## src/rtl/disparity_median_consistency_check_assert.svh

```systemverilog
// assertion macros shared by the disparity median consistency check
`ifndef DISPARITY_MEDIAN_CONSISTENCY_CHECK_ASSERT_SVH
`define DISPARITY_MEDIAN_CONSISTENCY_CHECK_ASSERT_SVH

// same-cycle implication, checked out of reset
`define DMCC_ASSERT_NOW(label, clk, rst_n, ante, cons) \
  label: assert property (@(posedge clk) disable iff (!rst_n) (ante) |-> (cons)) \
    else $error("dmcc same-cycle check failed");

// next-cycle implication, checked out of reset
`define DMCC_ASSERT_NEXT(label, clk, rst_n, ante, cons) \
  label: assert property (@(posedge clk) disable iff (!rst_n) (ante) |=> (cons)) \
    else $error("dmcc next-cycle check failed");

`endif

```

## src/rtl/dmcc_pkg.sv

```systemverilog
// shared types and constants of the disparity median consistency check
package dmcc_pkg;

  localparam int WIN_TAPS   = 9;
  localparam int CENTER_TAP = 4;
  localparam int VAL_W      = 16;
  localparam int DISP_W     = 15;
  localparam int COORD_W    = 12;
  localparam int DIM_W      = 13;
  localparam int CNT_W      = 4;
  localparam int REASON_W   = 3;
  localparam int IDX_W      = 3;

  localparam logic [CNT_W-1:0] MIN_IN_RANGE = CNT_W'(5);

  // reject reasons
  localparam logic [REASON_W-1:0] REASON_OK       = 3'd0;
  localparam logic [REASON_W-1:0] REASON_BORDER   = 3'd1;
  localparam logic [REASON_W-1:0] REASON_CENTER   = 3'd2;
  localparam logic [REASON_W-1:0] REASON_TOO_FEW  = 3'd3;
  localparam logic [REASON_W-1:0] REASON_FAR      = 3'd4;

  // register indexes
  localparam logic [IDX_W-1:0] REG_MAP_WIDTH  = 3'd0;
  localparam logic [IDX_W-1:0] REG_MAP_HEIGHT = 3'd1;
  localparam logic [IDX_W-1:0] REG_MIN_DISP   = 3'd2;
  localparam logic [IDX_W-1:0] REG_MAX_DISP   = 3'd3;
  localparam logic [IDX_W-1:0] REG_MED_TOL    = 3'd4;

  localparam logic [DIM_W-1:0]  RST_MAP_WIDTH  = 13'd640;
  localparam logic [DIM_W-1:0]  RST_MAP_HEIGHT = 13'd480;
  localparam logic [DISP_W-1:0] RST_MIN_DISP   = 15'd16;
  localparam logic [DISP_W-1:0] RST_MAX_DISP   = 15'd4096;
  localparam logic [DISP_W-1:0] RST_MED_TOL    = 15'd24;

  typedef logic [VAL_W-1:0]   val_t;
  typedef logic [DISP_W-1:0]  disp_t;
  typedef logic [COORD_W-1:0] coord_t;
  typedef logic [DIM_W-1:0]   dim_t;
  typedef logic [CNT_W-1:0]   cnt_t;
  typedef val_t [WIN_TAPS-1:0] win_t;

  typedef struct packed {
    dim_t  map_width;
    dim_t  map_height;
    disp_t min_disp;
    disp_t max_disp;
    disp_t med_tol;
  } cfg_t;

  typedef struct packed {
    logic  center_ok;
    cnt_t  count;
    disp_t median;
  } med_t;

  typedef struct packed {
    logic                consistent;
    disp_t               disparity;
    logic [REASON_W-1:0] reason;
  } res_t;

endpackage

```

## src/rtl/dmcc_median.sv

```systemverilog
// in-range filter and rank-based median select over the 3x3 window
module dmcc_median (
  input  dmcc_pkg::win_t  win,
  input  dmcc_pkg::disp_t min_disp,
  input  dmcc_pkg::disp_t max_disp,
  output dmcc_pkg::med_t  med
);
  import dmcc_pkg::*;

  logic [WIN_TAPS-1:0] keep;
  cnt_t                rank [WIN_TAPS];
  cnt_t                count;
  cnt_t                mid;
  disp_t               median;

  always_comb begin
    for (int i = 0; i < WIN_TAPS; i++) begin
      // negative values never pass since the sign bit is tested
      keep[i] = !win[i][VAL_W-1] && (win[i][DISP_W-1:0] >= min_disp) &&
                (win[i][DISP_W-1:0] <= max_disp);
    end
  end

  always_comb begin
    count = '0;
    for (int i = 0; i < WIN_TAPS; i++) begin
      count = count + CNT_W'(keep[i]);
    end
  end

  // stable rank: equal values ordered by tap position
  always_comb begin
    for (int i = 0; i < WIN_TAPS; i++) begin
      rank[i] = '0;
      for (int j = 0; j < WIN_TAPS; j++) begin
        if (keep[j] && j != i &&
            ((win[j][DISP_W-1:0] < win[i][DISP_W-1:0]) ||
             ((win[j][DISP_W-1:0] == win[i][DISP_W-1:0]) && j < i))) begin
          rank[i] = rank[i] + CNT_W'(1);
        end
      end
    end
  end

  assign mid = count >> 1;

  // at most one kept tap holds the middle rank (exactly one when any tap is kept)
  always_comb begin
    median = '0;
    for (int i = 0; i < WIN_TAPS; i++) begin
      if (keep[i] && rank[i] == mid) begin
        median = median | win[i][DISP_W-1:0];
      end
    end
  end

  assign med.center_ok = keep[CENTER_TAP];
  assign med.count     = count;
  assign med.median    = median;

endmodule

```

## src/rtl/dmcc_check.sv

```systemverilog
// border, range, count and median distance decision
module dmcc_check (
  input  dmcc_pkg::coord_t pixel_x,
  input  dmcc_pkg::coord_t pixel_y,
  input  dmcc_pkg::val_t   center,
  input  dmcc_pkg::cfg_t   cfg,
  input  dmcc_pkg::med_t   med,
  output dmcc_pkg::res_t   res
);
  import dmcc_pkg::*;

  logic  border;
  disp_t gap;
  logic  far;

  assign border = (pixel_x == '0) || (pixel_y == '0) ||
                  ((DIM_W'(pixel_x) + DIM_W'(1)) >= cfg.map_width) ||
                  ((DIM_W'(pixel_y) + DIM_W'(1)) >= cfg.map_height);

  // center is known non-negative once it passed the range test
  assign gap = (center[DISP_W-1:0] >= med.median) ? center[DISP_W-1:0] - med.median
                                                  : med.median - center[DISP_W-1:0];
  assign far = gap > cfg.med_tol;

  always_comb begin
    res.consistent = 1'b0;
    res.disparity  = '0;
    if (border) begin
      res.reason = REASON_BORDER;
    end else if (!med.center_ok) begin
      res.reason = REASON_CENTER;
    end else if (med.count < MIN_IN_RANGE) begin
      res.reason = REASON_TOO_FEW;
    end else if (far) begin
      res.reason = REASON_FAR;
    end else begin
      res.reason     = REASON_OK;
      res.consistent = 1'b1;
      res.disparity  = med.median;
    end
  end

endmodule

```

## src/rtl/disparity_median_consistency_check.sv

```systemverilog
// top level of the disparity median consistency check
//
// Usage: one query word enters on the in_ channel (pixel coordinate plus the
// nine window disparities, Q12.4) when in_valid is high and in_stall is low.
// One result word leaves on the out_ channel when out_valid is high and
// out_stall is low: consistent flag, median disparity (0 on rejection) and
// the reject reason.
// The path runs through an input register, then the range filter, rank
// based median select and decision logic, then the result register.
// Throughput is one word per cycle while out_stall is low; the single
// combinational pass between the two registers sets that figure.
// When the receiver stalls, the result register holds and the input
// register still takes one more word; in_stall rises only when both are full.
// Registers are written over the cfg_ channel (cfg_ready is always high) and
// should only change while no query is in flight; unknown indexes are ignored.
// Synchronous reset empties both stages and loads the register defaults:
// width 640, height 480, disparity range 16..4096, tolerance 24.
`include "disparity_median_consistency_check_assert.svh"

module disparity_median_consistency_check (
  input  logic                      clk,
  input  logic                      rst_n,
  input  logic                      in_valid,
  output logic                      in_stall,
  input  dmcc_pkg::coord_t          in_pixel_x,
  input  dmcc_pkg::coord_t          in_pixel_y,
  input  dmcc_pkg::val_t            in_win_up_left,
  input  dmcc_pkg::val_t            in_win_up,
  input  dmcc_pkg::val_t            in_win_up_right,
  input  dmcc_pkg::val_t            in_win_left,
  input  dmcc_pkg::val_t            in_win_center,
  input  dmcc_pkg::val_t            in_win_right,
  input  dmcc_pkg::val_t            in_win_down_left,
  input  dmcc_pkg::val_t            in_win_down,
  input  dmcc_pkg::val_t            in_win_down_right,
  output logic                      out_valid,
  input  logic                      out_stall,
  output logic                      out_consistent,
  output dmcc_pkg::disp_t           out_disparity_out,
  output logic [dmcc_pkg::REASON_W-1:0] out_reject_reason,
  input  logic                      cfg_valid,
  output logic                      cfg_ready,
  input  logic [dmcc_pkg::IDX_W-1:0] cfg_index,
  input  dmcc_pkg::disp_t           cfg_data
);
  import dmcc_pkg::*;

  cfg_t   cfg_r;
  logic   s1_valid_r;
  coord_t s1_x_r;
  coord_t s1_y_r;
  win_t   s1_win_r;
  logic   out_valid_r;
  res_t   out_res_r;

  logic   s1_load;
  logic   out_load;
  med_t   med;
  res_t   res;

  assign cfg_ready = 1'b1;

  always_ff @(posedge clk) begin
    if (!rst_n) begin
      cfg_r.map_width  <= RST_MAP_WIDTH;
      cfg_r.map_height <= RST_MAP_HEIGHT;
      cfg_r.min_disp   <= RST_MIN_DISP;
      cfg_r.max_disp   <= RST_MAX_DISP;
      cfg_r.med_tol    <= RST_MED_TOL;
    end else if (cfg_valid && cfg_ready) begin
      case (cfg_index)
        REG_MAP_WIDTH:  cfg_r.map_width  <= cfg_data[DIM_W-1:0];
        REG_MAP_HEIGHT: cfg_r.map_height <= cfg_data[DIM_W-1:0];
        REG_MIN_DISP:   cfg_r.min_disp   <= cfg_data;
        REG_MAX_DISP:   cfg_r.max_disp   <= cfg_data;
        REG_MED_TOL:    cfg_r.med_tol    <= cfg_data;
        default: begin
        end
      endcase
    end
  end

  // result register frees up when empty or when its word is taken
  assign out_load = !out_valid_r || !out_stall;
  assign s1_load  = !s1_valid_r || out_load;
  assign in_stall = !s1_load;

  always_ff @(posedge clk) begin
    if (!rst_n) begin
      s1_valid_r <= 1'b0;
    end else if (s1_load) begin
      s1_valid_r <= in_valid;
    end
  end

  always_ff @(posedge clk) begin
    if (s1_load && in_valid) begin
      s1_x_r                  <= in_pixel_x;
      s1_y_r                  <= in_pixel_y;
      s1_win_r[0]             <= in_win_up_left;
      s1_win_r[1]             <= in_win_up;
      s1_win_r[2]             <= in_win_up_right;
      s1_win_r[3]             <= in_win_left;
      s1_win_r[CENTER_TAP]    <= in_win_center;
      s1_win_r[5]             <= in_win_right;
      s1_win_r[6]             <= in_win_down_left;
      s1_win_r[7]             <= in_win_down;
      s1_win_r[8]             <= in_win_down_right;
    end
  end

  dmcc_median u_median (
    .win      (s1_win_r),
    .min_disp (cfg_r.min_disp),
    .max_disp (cfg_r.max_disp),
    .med      (med)
  );

  dmcc_check u_check (
    .pixel_x (s1_x_r),
    .pixel_y (s1_y_r),
    .center  (s1_win_r[CENTER_TAP]),
    .cfg     (cfg_r),
    .med     (med),
    .res     (res)
  );

  always_ff @(posedge clk) begin
    if (!rst_n) begin
      out_valid_r <= 1'b0;
    end else if (out_load) begin
      out_valid_r <= s1_valid_r;
    end
  end

  always_ff @(posedge clk) begin
    if (out_load && s1_valid_r) begin
      out_res_r <= res;
    end
  end

  assign out_valid         = out_valid_r;
  assign out_consistent    = out_res_r.consistent;
  assign out_disparity_out = out_res_r.disparity;
  assign out_reject_reason = out_res_r.reason;

  `DMCC_ASSERT_NOW(a_reject_zero, clk, rst_n, out_valid_r && (out_res_r.reason != REASON_OK), (out_res_r.disparity == '0) && !out_res_r.consistent)
  `DMCC_ASSERT_NOW(a_ok_flag, clk, rst_n, out_valid_r && (out_res_r.reason == REASON_OK), out_res_r.consistent)
  `DMCC_ASSERT_NOW(a_stall_full, clk, rst_n, in_stall, s1_valid_r && out_valid_r && out_stall)
  `DMCC_ASSERT_NEXT(a_accept_lands, clk, rst_n, in_valid && !in_stall, s1_valid_r)

endmodule
```

## config.mk

```make
export PLATFORM = sky130hd
export DESIGN_NAME = disparity_median_consistency_check
export DESIGN_NICKNAME = d
export VERILOG_FILES = /design/src/rtl/dmcc_pkg.sv /design/src/rtl/dmcc_median.sv /design/src/rtl/dmcc_check.sv /design/src/rtl/disparity_median_consistency_check.sv
export VERILOG_INCLUDE_DIRS = /design/src /design/src/rtl
export SDC_FILE = /design/constraint.sdc
export NUM_CORES = 2
export LEC_CHECK = 0
export BUFFER_PORTS_ARGS = -buffer_cell sky130_fd_sc_hd__buf_2
export CAP_MARGIN = 10
export CORE_ASPECT_RATIO = 1.4
export CORE_MARGIN = 1.5
export CORE_UTILIZATION = 60
export CTS_BUF_LIST = sky130_fd_sc_hd__clkbuf_8
export DETAILED_ROUTE_END_ITERATION = 10
export PLACE_DENSITY = 0.79
export SYNTH_ARGS = -nofsm -noshare
export SYNTH_HDL_FRONTEND = slang
export SYNTH_SLANG_ARGS = --single-unit
```

## constraint.sdc

```tcl
create_clock -name clk -period 16.9 [get_ports clk]
set_input_delay 5.07 -clock clk [delete_from_list [all_inputs] [get_ports clk]]
set_output_delay 5.07 -clock clk [all_outputs]
set_load 0.01 [all_outputs]
```

==> qor.yml <==
run_status:
  failed_checks: "capacitance limit, slew limit"
  status: "finished with violations"
synthesis:
  synth.distinct_cells: 100
  synth-async-reset-ratio: 0
  synth_edf_count: 187
  yosysSeqAreaShare: 0.1937
  avgSynthCellArea_sq_um: 8.938
  yosys_warnings: 0
  ys_ff_latch: 260
  netlist_instances: 4088
  mappedNetlistArea_sq_mm: 0.03654
  syn_nets: 5239
  synth_flop_cell: "edfxtp_1"
global_routing:
  grt_pass1_wl_microns: 242000
  grtUsageTotal: 0.5458
  antenna_found_initial: 10
  overflow: 0
  grt_pass1_vias: 35810
  grt_max_degree: 77
placed_design:
  dpl.hpwl_microns: 126100
  port_buffers: 211
  gp_congestion: 1.181
floorplan:
  ioPinCount: 213
  die_w_microns: 211.6
  die_h_microns: 295.0
  rows: 106
  core_area_sq_mm: 0.05995
  start_util: 0.6095
  die_area_sq_mm: 0.06241
timing:
  fin_setup_tns_ns: 0
  min_period_ns: 16.13
  setup_viol: 0
  drv_slew: 3
  worstMarginPinSlew_ns: 1.638
  hold_viol: 0
  rsz0062_at_grt: "no"
  final.setup_skew_ns: 0.09745
  min_period_over_period: 0.9546
  slew_headroom: -0.09231
  fmax_mhz: 61.99
detailed_routing:
  wl_per_cell_microns: 32.26
  postRouteAntennaNets: 0
  wl_microns: 169000
  drc_errors: 0
  detail_route.first_pass.iterations: 9
  via_per_inst: 7.136
  drt_iter0_drc: 4600
  vias: 37380
power_and_ir_drop:
  p_seq_frac: 0.259
  power.density_cell_area_mw_per_mm2: 74.59
  leakagePower_uw: 0.01849
  vdd_drop_max_mv: 0.1036
  sw_frac_of_total: 0.4484
  comb_power_share: 0.539
  p_int_uw: 1650
  power_uw: 2992
  p_switching_uw: 1342
  power_frac_clock: 0.202
clock_tree:
  path_clk_slew_ns: 0.07
  clock_path_buffers: 3
  htree_levels: 2
  clk_latency_ns: 0.75
  root_buffer: "clkbuf_8"
  cts.sinks: 260
  cts_tree: "built"
  cts_buffers: 42
critical_path:
  cp_num_buf_inv: 5
  crit_cells: 63
  crit_fanout: 19
  cp_top_family: "compound AO/OA/AOI/OAI gates"
  cp.arrival_ns: 16.60
  rr_worst_depth: 63
  crit_path_top_delay_cell: "a21oi_2"
  start_kind: "register"
  crit_path_max_incr_delay_ns: 0.88
  crit_type: "reg2reg"
  r2r_end: "out_disparity_out[14]"
  worst-endpoint-required_ns: 17.37
  r2r_start: "cfg_r[16]"
  cp_common_cell: "ha_1"
  reg2reg_slack_ns: 0.77
  end_kind: "register"
  critPathLaunch: "cfg_r[16]"
cells_and_area:
  nets: 5535
  fillers: 5098
  final_layout_size_suffix_gt1_frac: 0.1105
  layout_common_cells: "ha_1 (953), nand2_1 (397), inv_1 (307)"
  final_common_cell: "ha_1"
  area_delta_synth_final_pct: 9.790
job:
  maxCapViolCount: 1
min_path:
  min_from: "cfg_r[55]"
  hold_path.class: "reg2reg"
  whs_endpoint: "cfg_r[55]"
  min_path_cells: 2
[flip-flops by register name (all words and copies together), names as in the netlist]
name / flops
out_disparity_out: 15
cfg_r: 71
out_consistent: 1
s1_win_r: 144
s1_x_r: 12
out_valid: 1
out_reject_reason: 3
s1_valid_r: 1
s1_y_r: 12
[through the flow]
stage | hold slack, ns | area, sq um | setup WS (ns) | utilization | std cells
floorplan | 0.4435 | 36540 | 3.482 | - | 4088
global placement | 0.4539 | 39130 | 1.659 | 0.6528 | 5143
detailed placement | 0.4609 | 39130 | 1.675 | 0.6528 | 5143
CTS | 0.4691 | 40010 | 1.564 | 0.6674 | 5219
global route | 0.4894 | 40090 | 0.2354 | 0.6687 | 5228
finish | 0.4674 | 40110 | 0.7674 | 0.6692 | 5238
[power groups by stage]
stage / logic, uW / registers (uW) / clock network, uW
6_report: 1610 / 775 / 604
5_1_grt: 1730 / 772 / 627
4_1_cts: 1530 / 768 / 599
3_5_place_dp: 1520 / 781 / 0
3_3_place_gp: 1500 / 781 / 0
2_1_floorplan: 1030 / 774 / 0
[per-layer routing]
layer / up-vias / routed length [microns] / global-route usage
met5: - / 61 / 0.009404
li1: 16130 / - / -
met4: 6 / 24350 / 0.6146
met1: 17270 / 52330 / 0.5447
met3: 1252 / 21830 / 0.2420
met2: 2722 / 70430 / 0.7998
[cells by family after synthesis]
family,count (synthesis),share of synthesized area
compound gates,1056,0.2022
xor+xnor,183,0.05513
fa+ha+maj,960,0.3302
buf+inv,368,0.03935
flops,260,0.1937
mux,34,0.009862
other cells,1,0.0001026
simple gates,1226,0.1694
[what timing repair did]
| action | 4_1_cts | 5_1_grt |
|---|---|---|
| resized for setup | 0 | 1 |
| endpoints found under the setup margin | 0 | 13 |
| hold buffers | 0 | 0 |
| setup buffers | 0 | 0 |
[tightest hold or removal path, delay by kind of cell, from the launching register on]
family	cells	cell delay, ns
compound gates	1	0.06
flops	1	0.31
simple gates	1	0.04
[worst max path at each step]
stage / endpoint / slack [ns]
floorplan: s1_win_r[0] / 3.48
global placement: out_disparity_out[14] / 1.66
finish: out_disparity_out[14] / 0.77
global route: out_disparity_out[14] / 0.24
detailed placement: out_disparity_out[14] / 1.67
CTS: out_disparity_out[14] / 1.56
[area by class of cell]
class,instances,area [sq um],share of cell area
Clock buffer,49,674.4,0.01681
Inverter,299,1122,0.02798
Antenna cell,12,30.03,0.0007486
Clock inverter,27,200.2,0.004990
Timing Repair Buffer,321,1882,0.04691
Tap cell,810,1013,0.02526
Sequential cell,260,7077,0.1764
Multi-Input combinational cell,3460,28120,0.7009
[Yosys cell counts (42+ instances only)]
library cell	instances	share of area
inv_1	297	0.031
nor3_1	79	0.011
nand4_1	143	0.024
a21oi_1	274	0.038
a211oi_1	47	0.0097
dfxtp_1	73	0.040
ha_1	953	0.33
a21boi_0	72	0.015
nor2_1	160	0.016
edfxtp_1	187	0.15
and2_1	46	0.0079
a21o_1	106	0.022
and3_1	42	0.0072
clkbuf_1	45	0.0046
o21ai_0	164	0.022
o21a_1	65	0.013
nor2b_1	59	0.010
nand3_1	131	0.018
xnor2_1	113	0.027
nand2_1	397	0.041
(Power assumes the default switching activity.)
